<file path="src/design/wat_pkg.sv">
// Shared types and codes for the window address translator.
// No dependencies; the top, datapath and controller modules import this package.
package wat_pkg;

   localparam int ADDR_W = 64;

   // command codes
   localparam logic [1:0] CMD_WRITE = 2'd0;
   localparam logic [1:0] CMD_H2D   = 2'd1;
   localparam logic [1:0] CMD_D2H   = 2'd2;
   localparam logic [1:0] CMD_NONE  = 2'd3;

   // response status codes
   localparam logic [1:0] ST_OK       = 2'd0;
   localparam logic [1:0] ST_NO_MATCH = 2'd1;
   localparam logic [1:0] ST_BELOW    = 2'd2;

   // csr register indexes
   localparam logic [1:0] CSR_HOST_BASE    = 2'd0;
   localparam logic [1:0] CSR_BAR_OFFSET   = 2'd1;
   localparam logic [1:0] CSR_APPLY_OFFSET = 2'd2;
   localparam logic [1:0] CSR_BYPASS_D2H   = 2'd3;

   // result register load selects
   typedef logic [2:0] res_sel_type;
   localparam res_sel_type RES_ZERO    = 3'd0;
   localparam res_sel_type RES_PASS    = 3'd1;
   localparam res_sel_type RES_BELOW   = 3'd2;
   localparam res_sel_type RES_MISS    = 3'd3;
   localparam res_sel_type RES_HIT     = 3'd4;
   localparam res_sel_type RES_ADDHOST = 3'd5;

   typedef struct packed {
      logic [1:0]        command;
      logic [ADDR_W-1:0] address;
      logic [2:0]        window_index;
      logic              window_valid;
      logic [ADDR_W-1:0] window_bar_base;
      logic [ADDR_W-1:0] window_length;
      logic [ADDR_W-1:0] window_target_base;
   } req_payload_type;

   typedef struct packed {
      logic [ADDR_W-1:0] translated_address;
      logic [1:0]        status;
   } rsp_payload_type;

   typedef struct packed {
      logic        accept;
      logic        prep;
      logic        scanning;
      logic        res_set;
      res_sel_type res_sel;
      logic        load_out;
   } dp_cmd_type;

   typedef struct packed {
      logic [1:0] command;
      logic       below;
      logic       bypass;
      logic       hit;
      logic       miss_done;
   } dp_status_type;

endpackage

</file>
<file path="src/design/wat_stream_if.sv">
// Valid/ready stream interface used by the request and response channels.
// Payload type is a parameter; the payload structs come from wat_pkg.
interface wat_stream_if #(parameter type payload_type = logic);
   logic        valid;
   logic        ready;
   payload_type payload;

   modport source (output valid, output payload, input ready);
   modport sink   (input valid, input payload, output ready);
endinterface

</file>
<file path="src/design/window_address_translator_top.sv">
// Window address translator. One transaction at a time; a window write, an unused
// command or a bypassed device-to-host lookup has its result set in prep. A translation
// scans the table one window per cycle through a 3-stage pipe; the first hit gives the
// result (plus the host base for device-to-host), a miss is flagged at the last window.
// The next request is taken the cycle after the response is registered, even if the
// response is still held. Synchronous reset clears csrs, window valid bits and control.
module window_address_translator_top #(
   parameter int WINDOWS = 8
) (
   input  logic         clock,
   input  logic         reset,
   wat_stream_if.sink   req_if,
   wat_stream_if.source rsp_if,
   input  logic         csr_write_enable,
   input  logic [1:0]   csr_index,
   input  logic [63:0]  csr_write_data
);
   import wat_pkg::*;

   dp_cmd_type      ctrl_cmd;
   dp_status_type   dp_status;
   rsp_payload_type rsp_payload;

   wat_ctrl u_ctrl (
      .clock     (clock),
      .reset     (reset),
      .req_valid (req_if.valid),
      .req_ready (req_if.ready),
      .rsp_valid (rsp_if.valid),
      .rsp_ready (rsp_if.ready),
      .status    (dp_status),
      .cmd       (ctrl_cmd)
   );

   wat_dp #(.WINDOWS(WINDOWS)) u_dp (
      .clock            (clock),
      .reset            (reset),
      .req_payload      (req_if.payload),
      .cmd              (ctrl_cmd),
      .status           (dp_status),
      .csr_write_enable (csr_write_enable),
      .csr_index        (csr_index),
      .csr_write_data   (csr_write_data),
      .rsp_payload      (rsp_payload)
   );

   assign rsp_if.payload = rsp_payload;

   // an error response never carries an address
   a_err_zero_addr: assert property (@(posedge clock) disable iff (reset)
      rsp_if.valid && (rsp_if.payload.status != ST_OK) |->
         (rsp_if.payload.translated_address == '0))
      else $error("error response with nonzero address");

   // one transaction in flight: no accept right after an accept
   a_single_txn: assert property (@(posedge clock) disable iff (reset)
      req_if.valid && req_if.ready |=> !req_if.ready)
      else $error("request accepted while busy");

   // a hit result is only taken when the scan pipe reports a match
   a_hit_source: assert property (@(posedge clock) disable iff (reset)
      ctrl_cmd.res_set && (ctrl_cmd.res_sel == RES_HIT) |->
         dp_status.hit && ctrl_cmd.scanning)
      else $error("hit result without scan match");

endmodule

</file>
<file path="src/design/wat_dp.sv">
// Datapath: csr registers, window table, pipelined window scan and result registers.
// Depends on wat_pkg; driven by wat_ctrl through dp_cmd_type / dp_status_type.
module wat_dp #(
   parameter int WINDOWS = 8
) (
   input  logic                     clock,
   input  logic                     reset,
   input  wat_pkg::req_payload_type req_payload,
   input  wat_pkg::dp_cmd_type      cmd,
   output wat_pkg::dp_status_type   status,
   input  logic                     csr_write_enable,
   input  logic [1:0]               csr_index,
   input  logic [63:0]              csr_write_data,
   output wat_pkg::rsp_payload_type rsp_payload
);
   import wat_pkg::*;

   localparam int IDX_W = (WINDOWS > 1) ? $clog2(WINDOWS) : 1;
   localparam logic [IDX_W-1:0] LAST_IDX = IDX_W'(WINDOWS - 1);

   // configuration
   logic [ADDR_W-1:0] host_ff, offset_ff;
   logic              apply_ff, bypass_ff;

   // current transaction
   logic [1:0]        cmd_ff;
   logic [ADDR_W-1:0] addr_ff, key_ff;
   logic              below_ff;
   logic              is_d2h;

   // window table
   logic [WINDOWS-1:0] valid_ff;
   logic [ADDR_W-1:0]  bar_mem  [WINDOWS];
   logic [ADDR_W-1:0]  size_mem [WINDOWS];
   logic [ADDR_W-1:0]  tgt_mem  [WINDOWS];
   logic               wr_en;
   logic [IDX_W-1:0]   wr_idx;

   // scan control
   logic [IDX_W-1:0] scan_idx_ff;
   logic             issuing_ff, issue;

   // stage 1: table read
   logic              s1_vld_ff, s1_last_ff, s1_ent_ff;
   logic [ADDR_W-1:0] rd_bar_ff, rd_size_ff, rd_tgt_ff;
   // stage 2: effective bases
   logic              s2_vld_ff, s2_last_ff, s2_ent_ff;
   logic [ADDR_W-1:0] s2_base_ff, s2_addend_ff, s2_size_ff;
   logic [ADDR_W-1:0] eff_bar;
   // stage 3: range check
   logic              s3_vld_ff, s3_last_ff, s3_match_ff;
   logic [ADDR_W-1:0] s3_diff_ff, s3_addend_ff;
   logic [ADDR_W:0]   sum_ext, diff_ext;
   logic              match;

   // results
   logic [ADDR_W-1:0] res_ff, out_addr_ff;
   logic [1:0]        st_ff, out_st_ff;

   always_ff @(posedge clock) begin
      if (reset) begin
         host_ff   <= '0;
         offset_ff <= '0;
         apply_ff  <= 1'b0;
         bypass_ff <= 1'b0;
      end else if (csr_write_enable) begin
         case (csr_index)
            CSR_HOST_BASE:    host_ff   <= csr_write_data;
            CSR_BAR_OFFSET:   offset_ff <= csr_write_data;
            CSR_APPLY_OFFSET: apply_ff  <= csr_write_data[0];
            CSR_BYPASS_D2H:   bypass_ff <= csr_write_data[0];
            default: ;
         endcase
      end
   end

   assign wr_en  = cmd.accept && (req_payload.command == CMD_WRITE) &&
                   ({29'd0, req_payload.window_index} < 32'(WINDOWS));
   assign wr_idx = IDX_W'(req_payload.window_index);
   assign is_d2h = (cmd_ff == CMD_D2H);

   always_ff @(posedge clock) begin
      if (cmd.accept) begin
         cmd_ff  <= req_payload.command;
         addr_ff <= req_payload.address;
      end
      if (cmd.prep) begin
         key_ff   <= (cmd_ff == CMD_H2D) ? addr_ff - host_ff : addr_ff;
         below_ff <= addr_ff < host_ff;
      end
   end

   always_ff @(posedge clock) begin
      if (reset) begin
         valid_ff <= '0;
      end else if (wr_en) begin
         valid_ff[wr_idx] <= req_payload.window_valid;
      end
   end

   always_ff @(posedge clock) begin
      if (wr_en) begin
         bar_mem[wr_idx]  <= req_payload.window_bar_base;
         size_mem[wr_idx] <= req_payload.window_length;
         tgt_mem[wr_idx]  <= req_payload.window_target_base;
      end
      rd_bar_ff  <= bar_mem[scan_idx_ff];
      rd_size_ff <= size_mem[scan_idx_ff];
      rd_tgt_ff  <= tgt_mem[scan_idx_ff];
   end

   assign issue = cmd.scanning && issuing_ff;

   always_ff @(posedge clock) begin
      if (reset) begin
         scan_idx_ff <= '0;
         issuing_ff  <= 1'b0;
         s1_vld_ff   <= 1'b0;
         s2_vld_ff   <= 1'b0;
         s3_vld_ff   <= 1'b0;
      end else if (cmd.prep) begin
         scan_idx_ff <= '0;
         issuing_ff  <= 1'b1;
         s1_vld_ff   <= 1'b0;
         s2_vld_ff   <= 1'b0;
         s3_vld_ff   <= 1'b0;
      end else begin
         if (issue) begin
            if (scan_idx_ff == LAST_IDX) begin
               issuing_ff <= 1'b0;
            end else begin
               scan_idx_ff <= scan_idx_ff + 1'b1;
            end
         end
         s1_vld_ff <= issue;
         s2_vld_ff <= s1_vld_ff;
         s3_vld_ff <= s2_vld_ff;
      end
   end

   assign eff_bar  = rd_bar_ff - (apply_ff ? offset_ff : '0);
   // window holds key when base <= key and base + size does not wrap and exceeds key
   assign sum_ext  = {1'b0, s2_base_ff} + {1'b0, s2_size_ff};
   assign diff_ext = {1'b0, key_ff} - {1'b0, s2_base_ff};
   assign match    = s2_ent_ff && !diff_ext[ADDR_W] && !sum_ext[ADDR_W] &&
                     (diff_ext[ADDR_W-1:0] < s2_size_ff);

   always_ff @(posedge clock) begin
      s1_last_ff   <= (scan_idx_ff == LAST_IDX);
      s1_ent_ff    <= valid_ff[scan_idx_ff];
      s2_last_ff   <= s1_last_ff;
      s2_ent_ff    <= s1_ent_ff;
      s2_size_ff   <= rd_size_ff;
      s2_base_ff   <= is_d2h ? rd_tgt_ff : eff_bar;
      s2_addend_ff <= is_d2h ? eff_bar : rd_tgt_ff;
      s3_last_ff   <= s2_last_ff;
      s3_match_ff  <= match;
      s3_diff_ff   <= diff_ext[ADDR_W-1:0];
      s3_addend_ff <= s2_addend_ff;
   end

   always_ff @(posedge clock) begin
      if (cmd.res_set) begin
         case (cmd.res_sel)
            RES_PASS: begin
               res_ff <= addr_ff;
               st_ff  <= ST_OK;
            end
            RES_BELOW: begin
               res_ff <= '0;
               st_ff  <= ST_BELOW;
            end
            RES_MISS: begin
               res_ff <= '0;
               st_ff  <= ST_NO_MATCH;
            end
            RES_HIT: begin
               res_ff <= s3_diff_ff + s3_addend_ff;
               st_ff  <= ST_OK;
            end
            RES_ADDHOST: begin
               res_ff <= res_ff + host_ff;
               st_ff  <= ST_OK;
            end
            default: begin
               res_ff <= '0;
               st_ff  <= ST_OK;
            end
         endcase
      end
      if (cmd.load_out) begin
         out_addr_ff <= res_ff;
         out_st_ff   <= st_ff;
      end
   end

   assign status.command   = cmd_ff;
   assign status.below     = below_ff;
   assign status.bypass    = bypass_ff;
   assign status.hit       = s3_vld_ff && s3_match_ff;
   assign status.miss_done = s3_vld_ff && s3_last_ff && !s3_match_ff;

   assign rsp_payload.translated_address = out_addr_ff;
   assign rsp_payload.status             = out_st_ff;

endmodule

</file>
<file path="src/design/wat_ctrl.sv">
// Controller state machine: sequences accept, prep, window scan, host-base add and response.
// Depends on wat_pkg; commands wat_dp and owns the response valid flag.
module wat_ctrl (
   input  logic                   clock,
   input  logic                   reset,
   input  logic                   req_valid,
   output logic                   req_ready,
   output logic                   rsp_valid,
   input  logic                   rsp_ready,
   input  wat_pkg::dp_status_type status,
   output wat_pkg::dp_cmd_type    cmd
);
   import wat_pkg::*;

   localparam logic [2:0] S_IDLE    = 3'd0;
   localparam logic [2:0] S_PREP    = 3'd1;
   localparam logic [2:0] S_SCAN    = 3'd2;
   localparam logic [2:0] S_ADDHOST = 3'd3;
   localparam logic [2:0] S_FINISH  = 3'd4;

   logic [2:0] state_ff, state_in;
   logic       out_valid_ff, out_valid_in;
   logic       accept;

   assign req_ready = (state_ff == S_IDLE);
   assign accept    = req_valid && req_ready;

   always_comb begin
      cmd      = '0;
      state_in = state_ff;
      case (state_ff)
         S_IDLE: begin
            cmd.accept = accept;
            if (accept) state_in = S_PREP;
         end
         S_PREP: begin
            cmd.prep = 1'b1;
            case (status.command)
               CMD_H2D: state_in = S_SCAN;
               CMD_D2H: begin
                  if (status.bypass) begin
                     cmd.res_set = 1'b1;
                     cmd.res_sel = RES_PASS;
                     state_in    = S_FINISH;
                  end else begin
                     state_in = S_SCAN;
                  end
               end
               default: begin
                  cmd.res_set = 1'b1;
                  cmd.res_sel = RES_ZERO;
                  state_in    = S_FINISH;
               end
            endcase
         end
         S_SCAN: begin
            cmd.scanning = 1'b1;
            if ((status.command == CMD_H2D) && status.below) begin
               cmd.res_set = 1'b1;
               cmd.res_sel = RES_BELOW;
               state_in    = S_FINISH;
            end else if (status.hit) begin
               // first hit wins; later entries still in flight are dropped
               cmd.res_set = 1'b1;
               cmd.res_sel = RES_HIT;
               state_in    = (status.command == CMD_D2H) ? S_ADDHOST : S_FINISH;
            end else if (status.miss_done) begin
               cmd.res_set = 1'b1;
               cmd.res_sel = RES_MISS;
               state_in    = S_FINISH;
            end
         end
         S_ADDHOST: begin
            cmd.res_set = 1'b1;
            cmd.res_sel = RES_ADDHOST;
            state_in    = S_FINISH;
         end
         S_FINISH: begin
            if (!out_valid_ff || rsp_ready) begin
               cmd.load_out = 1'b1;
               state_in     = S_IDLE;
            end
         end
         default: state_in = S_IDLE;
      endcase
   end

   always_comb begin
      if (cmd.load_out) out_valid_in = 1'b1;
      else if (rsp_ready) out_valid_in = 1'b0;
      else out_valid_in = out_valid_ff;
   end

   always_ff @(posedge clock) begin
      if (reset) begin
         state_ff     <= S_IDLE;
         out_valid_ff <= 1'b0;
      end else begin
         state_ff     <= state_in;
         out_valid_ff <= out_valid_in;
      end
   end

   assign rsp_valid = out_valid_ff;

endmodule

</file>
<file path="src/flat_wrapper.sv">
// flat-port wrapper written by rule: the top's interface ports become plain ports
module window_address_translator_top_flat import wat_pkg::*;
#(
   parameter int WINDOWS = 8
)
  (clock, reset, csr_write_enable, csr_index, csr_write_data, req_if_valid, req_if_payload, req_if_ready, rsp_if_valid, rsp_if_payload, rsp_if_ready);
  wat_stream_if #(.payload_type(req_payload_type)) req_if_i ();
  wat_stream_if #(.payload_type(rsp_payload_type)) rsp_if_i ();
  input  logic clock;
  input  logic reset;
  input  logic csr_write_enable;
  input  logic [1:0] csr_index;
  input  logic [63:0] csr_write_data;
  input wire logic [$bits(req_if_i.valid)-1:0] req_if_valid;
  input wire logic [$bits(req_if_i.payload)-1:0] req_if_payload;
  output wire logic [$bits(req_if_i.ready)-1:0] req_if_ready;
  output wire logic [$bits(rsp_if_i.valid)-1:0] rsp_if_valid;
  output wire logic [$bits(rsp_if_i.payload)-1:0] rsp_if_payload;
  input wire logic [$bits(rsp_if_i.ready)-1:0] rsp_if_ready;
  assign req_if_i.valid = req_if_valid;
  assign req_if_i.payload = req_if_payload;
  assign req_if_ready = req_if_i.ready;
  assign rsp_if_valid = rsp_if_i.valid;
  assign rsp_if_payload = rsp_if_i.payload;
  assign rsp_if_i.ready = rsp_if_ready;
  window_address_translator_top #(.WINDOWS(WINDOWS)) u_core (.clock(clock), .reset(reset), .req_if(req_if_i), .rsp_if(rsp_if_i), .csr_write_enable(csr_write_enable), .csr_index(csr_index), .csr_write_data(csr_write_data));
endmodule
</file>
<file path="config.mk">
export PLATFORM = sky130hd
export DESIGN_NAME = window_address_translator_top_flat
export DESIGN_NICKNAME = d
export VERILOG_FILES = /design/src/design/wat_pkg.sv /design/src/design/wat_stream_if.sv /design/src/design/window_address_translator_top.sv /design/src/design/wat_dp.sv /design/src/design/wat_ctrl.sv /design/src/flat_wrapper.sv
export SDC_FILE = /design/constraint.sdc
export NUM_CORES = 2
export LEC_CHECK = 0
export BUFFER_PORTS_ARGS = -buffer_cell sky130_fd_sc_hd__buf_4
export CORE_MARGIN = 2
export CORE_UTILIZATION = 56
export DETAILED_ROUTE_END_ITERATION = 16
export GPL_TIMING_DRIVEN = 1
export PLACE_DENSITY = 0.8
export SLEW_MARGIN = 40
export SYNTH_ARGS = -nofsm -noshare
export SYNTH_HDL_FRONTEND = slang
export SYNTH_SLANG_ARGS = --single-unit
export TNS_END_PERCENT = 50
</file>
<file path="constraint.sdc">
create_clock -name clock -period 21.5 [get_ports clock]
set_input_delay 6.45 -clock clock [delete_from_list [all_inputs] [get_ports clock]]
set_output_delay 6.45 -clock clock [all_outputs]
set_load 0.02 [all_outputs]
</file>
# Yosys cells after proc, flatten, opt, wreduce, memory -nomap -nowiden
# Memories as Yosys holds them, arrays and structs flattened. A register that Yosys moved wholly into a read port is not among the register bits.
# Index checks and enable logic that the tools add are counted.
[word_totals]
ramBits = 1536
register_bits = 738
in_bits = 333
elab_cells = 133
memories = 3
output_inout_bits = 68
[mem_list]
columns = ["name", "words", "width", "read_ports", "rd_ports_with_merged_regs", "write_ports", "line", "rtl"]
rows = [
  ["u_core.u_dp.bar_mem", 8, 64, 1, 1, 1, "wat_dp.sv:33", "logic [ADDR_W-1:0] bar_mem [WINDOWS];"],
  ["u_core.u_dp.size_mem", 8, 64, 1, 1, 1, "wat_dp.sv:34", "logic [ADDR_W-1:0] size_mem [WINDOWS];"],
  ["u_core.u_dp.tgt_mem", 8, 64, 1, 1, 1, "wat_dp.sv:35", "logic [ADDR_W-1:0] tgt_mem [WINDOWS];"],
]
[classes]
n_eq_ne = 18
muxes = 38
addsub = 7
reduce_logical = 30
magnitude_cmp = 5
bitwise = 1
[op_table]
columns = ["op", "n"]
rows = [
  ["$mux W64", 4],
  ["$pmux W64 S3", 1],
  ["$add A64 B64 Y64", 2],
  ["$lt A64 B64 Y1", 2],
  ["$sub A64 B64 Y64", 2],
  ["$add A64 B64 Y65", 1],
  ["$sub A64 B64 Y65", 1],
  ["$mux W3", 7],
  ["$mux W4", 4],
  ["$pmux W3 S5", 1],
  ["$mux W1", 14],
  ["$eq A3 B2 Y1 const B", 4],
  ["$eq A3 B3 Y1 const B", 4],
  ["$pmux W4 S3", 1],
  ["$reduce_and A2 Y1", 6],
  ["$logic_and A1 B1 Y1", 11],
  ["$bwmux W8", 1],
  ["$lt A3 B4 Y1 const B", 2],
  ["$pmux W4 S2", 1],
  ["$eq A2 B2 Y1 const B", 3],
  ["$eq A3 B1 Y1 const B", 2],
  ["$pmux W3 S2", 1],
  ["$reduce_bool A2 Y1", 3],
  ["$eq A2 B1 Y1 const B", 2],
  ["15 further kinds", 19],
]

# Logic depth before layout (Yosys ltp)
[depth]
ltp_word = 8
ltp_mapped = 25
depth_no_buf = 25

# Modules after synthesis
# A second synthesis with hierarchy kept.
[hier_totals]
cells_unflattened = 7585
hier_area_um2 = 105930.3
[modules_own_cells]
columns = ["mod", "cells_per_inst", "instances", "seq_area_each_um2", "area_per_inst_um2"]
rows = [
  ["wat_dp", 7534, 1, 67294.5, 105555.0],
  ["wat_ctrl", 51, 1, 80.1, 375.4],
]

# Worst setup path after synthesis
# Ideal clock, no wire load.
[synth_timing]
path_kind = "input -> register"
from = "in req_if_valid"
to = "reg u_core.u_dp.valid_ff[0]"
setup_slack_ps = 501
required_time_ps = 21369
cell_stages = 6
arrival_ps = 20869
path_cell_list = "nand2_1 nor3_1 nand2b_1 nor3_1 mux2i_1 nor2_1"
[synth_between]
elab_chain_cells = 3
[synth_lines]
columns = ["element", "line", "rtl"]
rows = [
  ["from (decl)", "flat_wrapper.sv:14", "input wire logic [$bits(req_if_i.valid)-1:0] req_if_valid;"],
  ["$logic_and A1 B1 Y1", "wat_ctrl.sv:26", "assign accept = req_valid && req_ready;"],
  ["$mux W1", "wat_ctrl.sv:31", "case (state_ff)"],
  ["$logic_and A1 B1 Y1", "wat_dp.sv:77", "assign wr_en = cmd.accept && (req_payload.command == CMD_WRITE) &&"],
  ["to (signal, indexed assignment)", "wat_dp.sv:97", "valid_ff[wr_idx] <= req_payload.window_valid;"],
  ["to (decl)", "wat_dp.sv:32", "logic [WINDOWS-1:0] valid_ff;"],
]
# No other way between the ends.
# A chain may end at the register's enable or synchronous reset.

# Worst setup path after layout
[layout_timing]
from = "in req_if_valid"
to = "mem u_core.u_dp.bar_mem[4][18] (enable)"
[layout_between]
elab_chain_cells = 5
[layout_lines]
columns = ["element", "line", "rtl"]
rows = [
  ["$logic_and A1 B1 Y1", "wat_ctrl.sv:26", ""],
  ["$mux W1", "wat_ctrl.sv:31", ""],
  ["$logic_and A1 B1 Y1", "wat_dp.sv:77", ""],
  ["$mux W1", "wat_dp.sv:102", "if (wr_en) begin"],
  ["$mux W1 (not written as such)", "wat_dp.sv:103", "bar_mem[wr_idx] <= req_payload.window_bar_base;"],
  ["to (decl)", "wat_dp.sv:33", ""],
]
# No other way between the ends.

==> impl_results.md <==
- Status: finished clean
- DRC Markers: 0
- Critical path buffers and inverters: 5
- Initial core utilization: 0.563
- Clk_skew: 0.0677 ns
- Pwr dens: around 90 mW/mm²
- Post-synth ARST share: 0
- Global-route wire length before repair: 434 mm
- Routed len/inst: roughly 28 µm
- Sequential area share after synthesis: 0.631
- Least-Margin Pin Slew: a little over 0.9 ns
- Root Driver: clkbuf_16
- CP Capture Type: register
- CP required: 22.01 ns
- Crit-path max FO: 53
- Slowest library cell on the worst path: buf_4
- Setup bufs post-CTS: 0
- Slew HR: 0.390
- Hold Vio Cnt, Final: 0
- Clk sinks: 2466
- Max clock buf depth: 3
- Dpl cell area: about 0.11 mm²
- Mapped cell area: approximately 0.11 mm²
- Placed insts: 10200
- Synthesis-to-layout area growth: 13.5%
- Layout cell share with drive strength beyond 1: 0.204
- Worst Setup Start Kind: primary input
- Hold Crit Class: reg2reg
- # setup viols final: 0
- Tightest hold margin: 0.320 ns
- Worst path most repeated cell: buf_4
- WS Path Type: in2reg
- Multi-input logic area: 0.0373 mm²
- H-Tree Depth: 4
- Final ANT Viol Nets: 0
- Routability cong.: 0.973
- Final nets: 8691
- Final Cell Area: 0.121 mm²
- Largest regs: u_core.u_dp.bar_mem: 512 flops, u_core.u_dp.size_mem: 512 flops, u_core.u_dp.tgt_mem: 512 flops
- Total GRT Usage: 0.303
- IO Port Bufs: 400
- Clk pin slew, worst setup/hold paths: 0.07 ns
- Via density per instance: 6.32
- Post-Syn Instances: 7528
- Yosys reg bits: 2466
- Period Utilization, post-route: 0.488
- Die Height: 441 µm
- Initial antenna violation count: between 50 and 60
- Critical path's largest stage delay: 0.73 ns
- CTS tree: yes
- Final min period: about 11 ns
- Top FF cell, synth: edfxtp_1
- Worst-path cell chain: buf_4 -> nand2_1 -> nor3_1 -> nand2b_1 -> nor2_4 -> buf_4 -> buf_4 -> buf_6 -> buf_4
- Synth Warn #: 0
- Die W: 441 µm
- Vias: 67300
- Number of global-route vias before repair: 65500
- Fin cells: 10700
- Pin count of the biggest net entering global routing: 125
- Maxcap violations: 0
- Post-cts resize count: 0
- Rows: 160
- Post-synthesis cell type count: 100
- Cts bufs inserted: 235
- # fillers: around 13000
- Syn Area/Cell: 14.2 µm²
- Max Clk Rate: 95.2 MHz
- Count of pins over their slew limit: 0
- Post-Route WL: between 300 and 400 mm
- Leak: between 0.04 and 0.05 µW
- I/O pin cnt: between 400 and 500
- Post-synth EDFFs: around 1800
- Detailed placer's ending HPWL: 200 mm
- Core Util, Final: 0.639
- Worst skew pair latency: 0.92 ns
- First-pass DRT Iterations: 6
- Storage cell area: 0.0674 mm²
- Synthesized net count: 8313
- RSZ-0062 raised after global routing: false
- TNS Setup: 0 ns
- 1st-iter DRT viols: 7610
- Max VDD drop: a little under 0.09 mV
- CP Data Arrival Time: ~11 ns
- Die Area: 0.194 mm²
- Std-Cell Core Area: 0.190 mm²
- Cell family with most CP delay: buffers and inverters
- Global route overflow: 0
- Hold_buf cts: 0
-- worst paths after layout --
check                                                    end  slack (ns)  cells past startpoint                          from
worst min register to register  u_core.u_dp.s3_addend_ff[55]        0.32                      0  u_core.u_dp.s2_addend_ff[55]
worst max-delay path              u_core.u_dp.bar_mem[4][18]       11.00                      9                  req_if_valid
worst max register to register       u_core.u_dp.s3_match_ff       15.05                     24         u_core.u_dp.key_ff[0]
worst min-delay path            u_core.u_dp.s3_addend_ff[55]        0.32                      0  u_core.u_dp.s2_addend_ff[55]
-- cell usage in the layout (no fill, tap or decap), types with 67 or more instances in the layout --
cell | netlist | final
nand4_1 | 111 | 111
nand2_1 | 705 | 705
clkbuf_16 | 0 | 241
nand3_1 | 69 | 69
dfxtp_1 | 667 | 663
xnor2_1 | 165 | 165
nor2_1 | 250 | 242
mux4_2 | 386 | 386
buf_4 | 2 | 437
ha_1 | 447 | 445
a21oi_1 | 530 | 530
o21bai_1 | 67 | 67
a21o_1 | 243 | 243
edfxtp_1 | 1799 | 1799
mux2_2 | 326 | 326
o21ai_0 | 255 | 255
nor3_1 | 90 | 88
xor2_1 | 103 | 103
inv_1 | 286 | 284
-- logic make-up after synthesis --
family | count (synthesis) | share of synthesized area
adders and majority gates | 452 | 0.0533
buffers and inverters | 614 | 0.0219
DFF | 2466 | 0.631
AOI/OAI and AO/OA | 1534 | 0.0924
and+or+nand+nor | 1468 | 0.0628
muxes | 726 | 0.117
xor gates and xnor gates | 268 | 0.0220
-- layer usage --
| layer | track usage | wire, µm | vias to the layer above |
|---|---|---|---|
| met5 | 0 | 156 | - |
| met4 | 0.114 | 11600 | 22 |
| met3 | 0.0529 | 27700 | 510 |
| met2 | 0.462 | 136000 | 3479 |
| met1 | 0.439 | 125000 | 33700 |
| li1 | - | - | 29600 |
-- cell usage after synthesis (14+ instances only) --
cell type,number,area (µm²)
edfxtp_1,1799,54000
nand2_1,705,2650
dfxtp_1,667,13400
a21oi_1,530,2650
ha_1,447,5590
mux4_2,386,8690
mux2_2,326,3670
inv_1,286,1070
o21ai_0,255,1280
clkbuf_1,253,950
nor2_1,250,938
a21o_1,243,1820
xnor2_1,165,1450
nand4_1,111,694
xor2_1,103,902
nor3_1,90,450
nand3_1,69,345
o21bai_1,67,503
buf_1,55,206
a31oi_1,49,307
o21a_1,44,330
a22oi_1,42,315
nor2b_1,38,238
a211oi_1,35,263
nand2b_1,34,213
and3_1,32,200
o31ai_1,31,233
o211ai_1,26,195
and2_1,25,156
or3_1,24,150
o221ai_1,19,166
nor4_1,18,113
a221o_1,17,170
or2_2,17,106
buf_2,15,75.1
mux2i_1,14,140
-- per-stage QoR --
| stage | worst slack [ns] | power [µW] |
|---|---|---|
| final | 11.00 | 10900 |
| after CTS | 11.02 | 10900 |
| after detailed placement | 10.12 | 6570 |
| after floorplan | 0.501 | 6150 |
| after global routing | 10.84 | 11300 |
| after global placement | 9.95 | 6550 |
-- cell type report --
class,count,share of cell area
inverters,286,0.00886
flip-flops and latches,2466,0.556
clock buffers,328,0.0552
clock inverters,119,0.0141
diodes,33,0.000681
well taps,2511,0.0259
multi-input cells,4448,0.307
repair buffers,469,0.0321
-- where the power goes --
part           internal (µW)  switching (µW)
clock                   2560            1860
combinational            450             762
sequential              5220            77.9
total                   8230            2700
(Power assumes the default switching activity.)
